<file path="src/rtl/core/cda_pkg.sv">
`default_nettype none
package cda_pkg;

    localparam int MAX_CHANNELS   = 4096;
    localparam int MAX_DECIMATION = 256;

    localparam int CH_W       = $clog2(MAX_CHANNELS);
    localparam int NCH_W      = CH_W + 1;
    localparam int SPOS_W     = $clog2(MAX_DECIMATION);
    localparam int DEC_W      = SPOS_W + 1;
    localparam int SAMPLE_W   = 8;
    localparam int AVG_W      = 8;
    localparam int SUM_W      = SAMPLE_W + SPOS_W;
    localparam int CFG_IDX_W  = 2;
    localparam int CFG_DATA_W = NCH_W;
    localparam int DIV_CNT_W  = $clog2(AVG_W);

    localparam logic [CFG_IDX_W-1:0] REG_CHANNEL_COUNT = CFG_IDX_W'(0);
    localparam logic [CFG_IDX_W-1:0] REG_DECIMATION    = CFG_IDX_W'(1);

    localparam logic [NCH_W-1:0] NCH_RESET = NCH_W'(MAX_CHANNELS);
    localparam logic [DEC_W-1:0] DEC_RESET = DEC_W'(1);

    typedef struct packed {
        logic             start;
        logic [SUM_W-1:0] dividend;
        logic [DEC_W-1:0] divisor;
    } div_req_t;

    typedef struct packed {
        logic             done;
        logic [AVG_W-1:0] quotient;
    } div_rsp_t;

endpackage
`default_nettype wire

</file>
<file path="src/rtl/core/cda_div.sv">
`default_nettype none
module cda_div (
    input  wire logic              clk,
    input  wire logic              rst_n,
    input  wire cda_pkg::div_req_t req,
    output cda_pkg::div_rsp_t      rsp
);
    import cda_pkg::*;

    localparam int DSH_W = DEC_W + AVG_W - 1;

    logic [SUM_W-1:0]     rem_reg, rem_next;
    logic [DSH_W-1:0]     dsh_reg, dsh_next;
    logic [AVG_W-1:0]     quot_reg, quot_next;
    logic [DIV_CNT_W-1:0] cnt_reg, cnt_next;
    logic                 busy_reg, busy_next;
    logic                 done_reg, done_next;
    logic                 fits;

    // One quotient bit per cycle, most significant first. The quotient fits
    // in AVG_W bits because a block sum never reaches divisor times 256.
    assign fits = {{(DSH_W > SUM_W ? DSH_W - SUM_W : 0){1'b0}}, rem_reg} >= dsh_reg;

    always_comb
    begin
        rem_next  = rem_reg;
        dsh_next  = dsh_reg;
        quot_next = quot_reg;
        cnt_next  = cnt_reg;
        busy_next = busy_reg;
        done_next = 1'b0;
        if (req.start)
        begin
            rem_next  = req.dividend;
            dsh_next  = {req.divisor, {(AVG_W-1){1'b0}}};
            quot_next = '0;
            cnt_next  = '0;
            busy_next = 1'b1;
        end
        else if (busy_reg)
        begin
            if (fits)
            begin
                rem_next = rem_reg - SUM_W'(dsh_reg);
            end
            quot_next = {quot_reg[AVG_W-2:0], fits};
            dsh_next  = dsh_reg >> 1;
            cnt_next  = cnt_reg + DIV_CNT_W'(1);
            if (cnt_reg == DIV_CNT_W'(AVG_W - 1))
            begin
                busy_next = 1'b0;
                done_next = 1'b1;
            end
        end
    end

    always_ff @(posedge clk or negedge rst_n)
    begin
        if (!rst_n)
        begin
            busy_reg <= 1'b0;
            done_reg <= 1'b0;
            cnt_reg  <= '0;
        end
        else
        begin
            busy_reg <= busy_next;
            done_reg <= done_next;
            cnt_reg  <= cnt_next;
        end
    end

    always_ff @(posedge clk)
    begin
        rem_reg  <= rem_next;
        dsh_reg  <= dsh_next;
        quot_reg <= quot_next;
    end

    assign rsp.done     = done_reg;
    assign rsp.quotient = quot_reg;

`ifndef SYNTHESIS
    a_no_restart: assert property (@(posedge clk) disable iff (!rst_n)
        busy_reg |-> !req.start)
        else $error("divider restarted while busy");
    a_done_after_busy: assert property (@(posedge clk) disable iff (!rst_n)
        done_next |=> !busy_reg)
        else $error("divider done while still busy");
`endif

endmodule
`default_nettype wire

</file>
<file path="config.mk">
export PLATFORM = sky130hd
export DESIGN_NAME = cda_div
export DESIGN_NICKNAME = d
export VERILOG_FILES = /design/src/rtl/core/cda_pkg.sv /design/src/rtl/core/cda_div.sv
export SDC_FILE = /design/constraint.sdc
export NUM_CORES = 1
export LEC_CHECK = 0
export ABC_AREA = 1
export ABC_CLOCK_PERIOD_IN_PS = 7200
export BUFFER_PORTS_ARGS = -buffer_cell sky130_fd_sc_hd__clkbuf_2
export CAP_MARGIN = 20
export CELL_PAD_IN_SITES_DETAIL_PLACEMENT = 0
export CELL_PAD_IN_SITES_GLOBAL_PLACEMENT = 2
export CORE_MARGIN = 4
export CORE_UTILIZATION = 37
export CTS_BUF_LIST = sky130_fd_sc_hd__clkbuf_4
export DETAILED_ROUTE_END_ITERATION = 7
export PLACE_DENSITY_LB_ADDON = 0.1
export SLEW_MARGIN = 20
export SYNTH_ARGS = -nofsm -noshare
export SYNTH_HDL_FRONTEND = slang
export SYNTH_SLANG_ARGS = --single-unit
</file>
<file path="constraint.sdc">
create_clock -name clk -period 7.2 [get_ports clk]
set_clock_uncertainty 0.2 [all_clocks]
set_input_delay 0.72 -clock clk [delete_from_list [all_inputs] [get_ports clk]]
set_output_delay 0.72 -clock clk [all_outputs]
set_load 0.05 [all_outputs]
</file>
==> results of run 1 <==
==> metal layers <==
metal  share of wire (%)  vias up
li1                    -     1246
met1                  46     1055
met2                  49       34
met3                 2.5       13
met4                 2.5        0
met5                   0        -
==> final cells by class <==
type	count	share of cell area, %
clock buffer	5	1.205
multi-input combinational	249	40.42
tap	99	3.978
inverter	69	8.317
timing repair buffer	37	6.107
clock inverter	3	2.210
sequential	45	37.77
==> stage by stage <==
step	power [mW]	setup slack (ns)	hold WS [ns]
floorplan	0.8266	4.841	0.2244
global route	1.286	4.102	0.3209
finish	1.159	4.414	0.2788
CTS	1.173	4.386	0.2910
global placement	0.9652	4.159	0.2536
detailed placement	0.9704	4.112	0.2555
==> timing repair <==
action	4_1_cts	5_1_grt
hold endpoints to repair	5	0
endpoints found under the setup margin	0	0
hold buffers	1	0
buffers inserted	0	0
==> worst min-delay path by stage <==
| stage | startpoint | endpoint | slack, ns | depth (start not counted) |
|---|---|---|---|---|
| after global routing | quot_reg[0]$_SDFFE_PP0P_ | quot_reg[0]$_SDFFE_PP0P_ | 0.32 | 2 |
| final | quot_reg[7]$_SDFFE_PP0P_ | quot_reg[7]$_SDFFE_PP0P_ | 0.28 | 2 |
| after floorplan | rst_n | busy_reg$_DFF_PN0_ | 0.22 | 0 |
| after CTS | quot_reg[7]$_SDFFE_PP0P_ | quot_reg[7]$_SDFFE_PP0P_ | 0.29 | 2 |
| after global placement | quot_reg[7]$_SDFFE_PP0P_ | quot_reg[7]$_SDFFE_PP0P_ | 0.25 | 2 |
| after detailed placement | quot_reg[7]$_SDFFE_PP0P_ | quot_reg[7]$_SDFFE_PP0P_ | 0.26 | 2 |
==> tightest hold or removal path: cells and delay by family, from the launching register on <==
kind	cells	cell delay, ns
AO/OA/AOI/OAI	1	0.05
AND/OR/NAND/NOR	1	0.05
flip-flops	1	0.36
==> logic make-up (layout without fill, tap and decap cells) <==
group	Yosys count	after routing	synth area share (%)
buffers and inverters	77	114	11.02
DFF	45	45	42.98
AOI/OAI and AO/OA	40	40	8.185
adders and majority gates	19	19	8.962
and+or+nand+nor	189	189	28.53
xor gates and xnor gates	1	1	0.3201
==> cell usage after synthesis, drive strengths merged <==
| cell type | n | area share, % |
|---|---|---|
| nor3 | 6 | 1.1 |
| nand3 | 21 | 3.8 |
| nor2 | 15 | 2.1 |
| a22o | 2 | 0.64 |
| a21o | 1 | 0.27 |
| clkbuf | 2 | 0.32 |
| o21ai | 18 | 3.3 |
| nand2 | 136 | 19 |
| o22ai | 11 | 2.5 |
| nand3b | 2 | 0.55 |
| nand4 | 2 | 0.46 |
| xnor2 | 1 | 0.32 |
| dfxtp | 15 | 11 |
| ha | 18 | 8.2 |
| inv | 69 | 9.5 |
| edfxtp | 25 | 27 |
| buf | 6 | 1.2 |
| fa | 1 | 0.73 |
| dfrtp | 5 | 4.6 |
| or2 | 5 | 1.1 |
| a21oi | 8 | 1.5 |
| and2 | 2 | 0.55 |
==> where the power goes <==
part / total, mW / switching, mW / internal, mW / leakage (nW)
sequential: 0.371 / 0.0207 / 0.350 / 0.450
clock: 0.198 / 0.0889 / 0.109 / 0.0558
combinational: 0.590 / 0.384 / 0.206 / 1.12
total: 1.16 / 0.494 / 0.666 / 1.62
==> run metrics, run 1 <==
run status=completed; reg2reg end=rem_reg[15]$_DFFE_PP_; vias in the first global route=2,331; VDD IR max=0.0001342 V; Top delay family on crit path=simple AND/OR/NAND/NOR gates; CTS clk-pin slew, worst paths=approximately 0.14 ns; # diodes=0; Rows=31; Post-Route WL=6.493 mm; Placeable Area=0.007214 mm^2; grt met1 use=20.44%; Slew headroom=between 40% and 50%; met3 global-route usage=under 10%; CP endpoint kind=register; worst hold-check path type=register to register; Final Hold Viols=0; number of antenna violations at the first check in global routing=0; grt ovf=0; Post-CTS Resized=0; Initial Utilization=37.93%; Syn Std Cell Area=between 0.002 and 0.003 mm^2; crit-path cells=inv_1, ha_1, inv_1, fa_1, nand2_1, nand2_1, and2_4, nand2_2, nand3_1, nand2_1, nand2_1, nand2_1, nand2_1; Yosys warnings=0; largest net degree at the start of global routing=33; total CTS buffers=5; DRT Pass-1 Iters=4; Via density=4.631; CP Class=register to register; Final min period=2.786 ns; GP Congestion=0.8114; Finished Layout Cells=507; commonest non-fill, non-tap cells in the layout=nand2_1, inv_1, clkbuf_2; RR Startpoint=rem_reg[0]$_DFFE_PP_; Net Count, Synth=418; Synth Register Bits=45; Final Slew Violations=0; Critical path buffers and inverters=2; CTS HTree Levels=2; post-route ant nets=0; Top cell by count, worst path=nand2_1; clock buffer depth=2; PD cells=around 370 mW/mm^2; Die W=roughly 94 um; first-pass GRT wire length=10.98 mm; Design Area, Final=0.003114 mm^2; Stages on worst setup path=13; Final #Nets=454; root buffer cell=clkbuf_4; fillers=818; GRT Total Usage=16.04%; dpl hpwl=roughly 5 mm; GR peak layer=met2; Skew-Pair Late Insertion Delay=0.36 ns; vias=2,348; Syn-to-layout area delta=13.81%; reg-to-reg slack, setup=4.41 ns; synth unique cells=28; Tcrit/Tclk final=38.70%; sequential share of the synthesized area=42.98%; CP peak stage delay=0.46 ns; area taken by multi-input logic gates=roughly 0.0013 mm^2; DR iter-0 viols=98; CP max FO=16; Port-buffer cells=36; fmax=0.3589 GHz; placed cell count=498; Pleak=1.625 nW; met2 GRT Util=between 20 and 30%; drt drc=0; CP Launch Type=register; CTS tree=built; die height=94.00 um; max-cap viol count=0; Reg2Reg Depth=13; fin util=43.17%; Final setup viols=0; Tightest Pin Transition=0.7864 ns; DP Area=0.002998 mm^2; RSZ-0062 raised after global routing=no; Crit path arrival time=2.52 ns; drt wl/cell=about 13 um; clk sink count=45; syn_area_per_cell=7.376 um^2; CP max stage cell=nand2_1; I/O Pins=37; Setup crit end=rem_reg[15]$_DFFE_PP_; WP data required=6.93 ns; crit path launch=rem_reg[0]$_DFFE_PP_; Reg area=between 0.001 and 0.0015 mm^2; cell count after synthesis=371; die area=0.008835 mm^2; most common cell after layout, fill and taps aside=nand2_1; setup TNS=0 ns; share of layout cells above drive strength 1=between 10% and 20%
Power figures use the tool's default switching activity.
==> run 2: changes to the inputs <==
ABC_AREA = 0   (was 1)
ABC_CLOCK_PERIOD_IN_PS = 2300   (was 7200)
CORE_UTILIZATION = 33   (was 37)
clock period = 2.3 ns   (was 7.2 ns; I/O delays follow)
==> run metrics, run 2 <==
largest net degree at the start of global routing=22 (-33%); drt wl/cell=13.31 um (+3.9%); CTS HTree Levels=2 (unchanged); Syn-to-layout area delta=46.91%; Port-buffer cells=36 (unchanged); EDFF count, synth=25 (unchanged); Final min period=2.616 ns (-0.1704 ns); VDD IR max=0.0005322 V (+300%); WL met2=3.065 mm (-3.2%); dpl hpwl=4.887 mm (-2.7%); WP data required=2.24 ns (-4.69 ns); vias in the first global route=2,334 (+0.13%); Top cell by count, worst path=a21o_2; Main synth FF type=edfxtp_1; commonest non-fill, non-tap cells in the layout=buf_4, nand2_1, clkbuf_2; placed cell count=461 (-7.4%); Yosys warnings=0 (unchanged); CTS clk-pin slew, worst paths=0.14 ns (about the same); CP Class=register to register; most common library cells after synthesis=nand2_1, nor2_1, edfxtp_1, o21ai_0, inv_1; area leader, netlist=edfxtp_1; post-synth top area share=28.06% (+0.63 points); Top delay family on crit path=compound AO/OA/AOI/OAI gates; Placeable Area=0.007807 mm^2 (+8.2%); Synth Register Bits=45 (unchanged); most common cell in the netlist=nand2_1; GRT Total Usage=14.04% (-2.0 points); Critical path buffers and inverters=3 (+1); CTS tree=built; first-pass GRT wire length=11.05 mm (+0.63%); Crit path arrival time=2.56 ns (+0.04 ns); syn_area_per_cell=9.453 um^2 (+28%); root buffer cell=clkbuf_4; drt drc=0 (unchanged); Skew-Pair Late Insertion Delay=0.36 ns (about the same); fillers=779 (-4.8%); grt ovf=0 (unchanged); crit-path cells=inv_1, ha_2, inv_2, fa_2, a21o_1, a21o_2, a21o_2, a21oi_2, o31a_1, o21ai_4, buf_12; Die W=98.04 um (+4.3%); number of antenna violations at the first check in global routing=0 (unchanged); sequential share of the synthesized area=43.97% (+0.99 points); total CTS buffers=5 (unchanged); Slew headroom=71.50% (+24 points); post-route ant nets=0 (unchanged); Post-Route WL=6.681 mm (+2.9%); Final Slew Violations=0 (unchanged); Tightest Pin Transition=0.4275 ns (-0.3589 ns); ys async rst share=11.11% (unchanged); DR WL met3=184 um (+15%); max-cap viol count=0 (unchanged); clk sink count=45 (unchanged); Net Count, Synth=330 (-21%); Pleak=1.813 nW (+12%); # diodes=0 (unchanged); Finished Layout Cells=502 (-0.99%); RSZ-0062 raised after global routing=yes; Via density=4.707 (+1.6%); Place WS=-0.4208 ns (-4.533 ns); I/O Pins=37 (unchanged); vias=2,363 (+0.64%); Final Hold Viols=0 (unchanged); Initial Utilization=34.26% (-3.7 points); most common cell after layout, fill and taps aside=buf_4; top layer in use=met4; die area=0.009611 mm^2 (+8.8%); CP max stage cell=edfxtp_1; fmax=0.3823 GHz (+6.5%); Synth area leaders=edfxtp_1, dfxtp_1, ha_1, mux2i_1, nand2_1; clock buffer depth=2 (unchanged); CP Launch Type=register; worst hold-check path type=input port to register; post-route setup slack=-0.3159 ns (-4.730 ns); synth unique cells=47 (+68%); CP endpoint kind=register; failing checks=negative setup slack; cell count after synthesis=283 (-24%); share of layout cells above drive strength 1=36.50% (+24 points); CP max FO=10 (-6); Tcrit/Tclk final=113.7% (+75 points); CP peak stage delay=0.39 ns (-0.07 ns); GP Congestion=0.7855 (-3.2%); Rows=32 (+3.2%); DR iter-0 viols=47 (-52%); Final setup viols=22 (+22); DRT Pass-1 Iters=4 (unchanged); PD cells=1150 mW/mm^2 (+210%); run status=complete, but fails checks; wl on met1=3.353 mm (+12%); die height=98.04 um (+4.3%); Final #Nets=446 (-1.8%); Syn Std Cell Area=0.002675 mm^2 (-2.2%)
==> run 2: cell count changes after synthesis, moves of 8 or more <==
cell     change
o22ai_1     -11
mux2i_1     +16
nand3_1     -19
nor2_1      +11
nand2_1     -97
a21oi_1      +8
inv_1       -49
==> run 2: report_power, final <==
part | switching, mW | total (mW) | leakage [nW] | internal (mW)
Sequential | 0.0938 | 1.19 | 0.450 | 1.10
Clock | 0.275 | 0.519 | 0.0459 | 0.244
Combinational | 1.35 | 2.81 | 1.32 | 1.46
Total | 1.72 | 4.52 | 1.81 | 2.80
==> run 2: cells by family after synthesis <==
logic type,Yosys count,share of synthesized area [%]
AOI/OAI and AO/OA,72,17.73
muxes,17,6.408
DFF,45,43.97
xor gates and xnor gates,9,2.947
and+or+nand+nor,86,14.27
adders and majority gates,19,9.168
buffers and inverters,35,5.519
==> run 2: worst paths after layout <==
path	cells past startpoint	startpoint	slack, ns	to
setup reg to reg	11	rem_reg[0]$_DFFE_PP_	-0.32	rem_reg[8]$_DFFE_PP_
setup / recovery	11	rem_reg[0]$_DFFE_PP_	-0.32	rem_reg[8]$_DFFE_PP_
hold / removal	3	req[22]	0.06	rem_reg[13]$_DFFE_PP_
min in group asynchronous	3	rst_n	0.56	cnt_reg[0]$_DFFE_PN0P_
hold reg to reg	2	quot_reg[7]$_SDFFE_PP0P_	0.32	quot_reg[7]$_SDFFE_PP0P_
max in group asynchronous	3	rst_n	1.16	cnt_reg[1]$_DFFE_PN0P_
==> run 2: area by class of cell <==
type                            instances  area (um^2)  area share [%]
Multi-Input combinational cell        203         1524           38.78
Sequential cell                        45         1179           29.99
Timing Repair Buffer                  124        940.9           23.94
Tap cell                              102        127.6           3.247
Inverter                               20        75.07           1.910
Clock buffer                            6        45.04           1.146
Clock inverter                          2        38.79          0.9869
==> run 2: timing repair <==
action	in CTS	in global routing
endpoints found under the hold margin	27	0
buffers inserted	4	6
cloned	0	0
setup endpoints to repair	26	27
hold buffers	24	0
pin swaps	13	7
resized for setup	23	18
==> run 2: per-stage QoR <==
| step | utilization [%] | total power, mW | cell area [um^2] | TNS [ns] | hold slack [ns] |
|---|---|---|---|---|---|
| floorplan | - | 2.543 | 2694 | -2.497 | -0.2656 |
| global placement | 42.80 | 3.467 | 3342 | -7.446 | -0.1469 |
| detailed placement | 42.80 | 3.471 | 3342 | -8.588 | -0.1427 |
| CTS | 48.86 | 4.337 | 3815 | -6.044 | 0.05800 |
| global route | 50.34 | 4.864 | 3930 | -7.640 | 0.04368 |
| finish | 50.34 | 4.521 | 3930 | -5.995 | 0.06282 |
==> run 2: metal layers <==
layer	up-vias	track usage, %
li1	1223	-
met1	1096	19.47
met2	38	22.77
met3	6	2.429
met4	0	3.408
met5	-	0
==> run 2: tightest hold or removal path, delay by kind of cell <==
family                 cells  cell delay [ns]
buffers and inverters      1             0.08
and+or+nand+nor            2             0.20
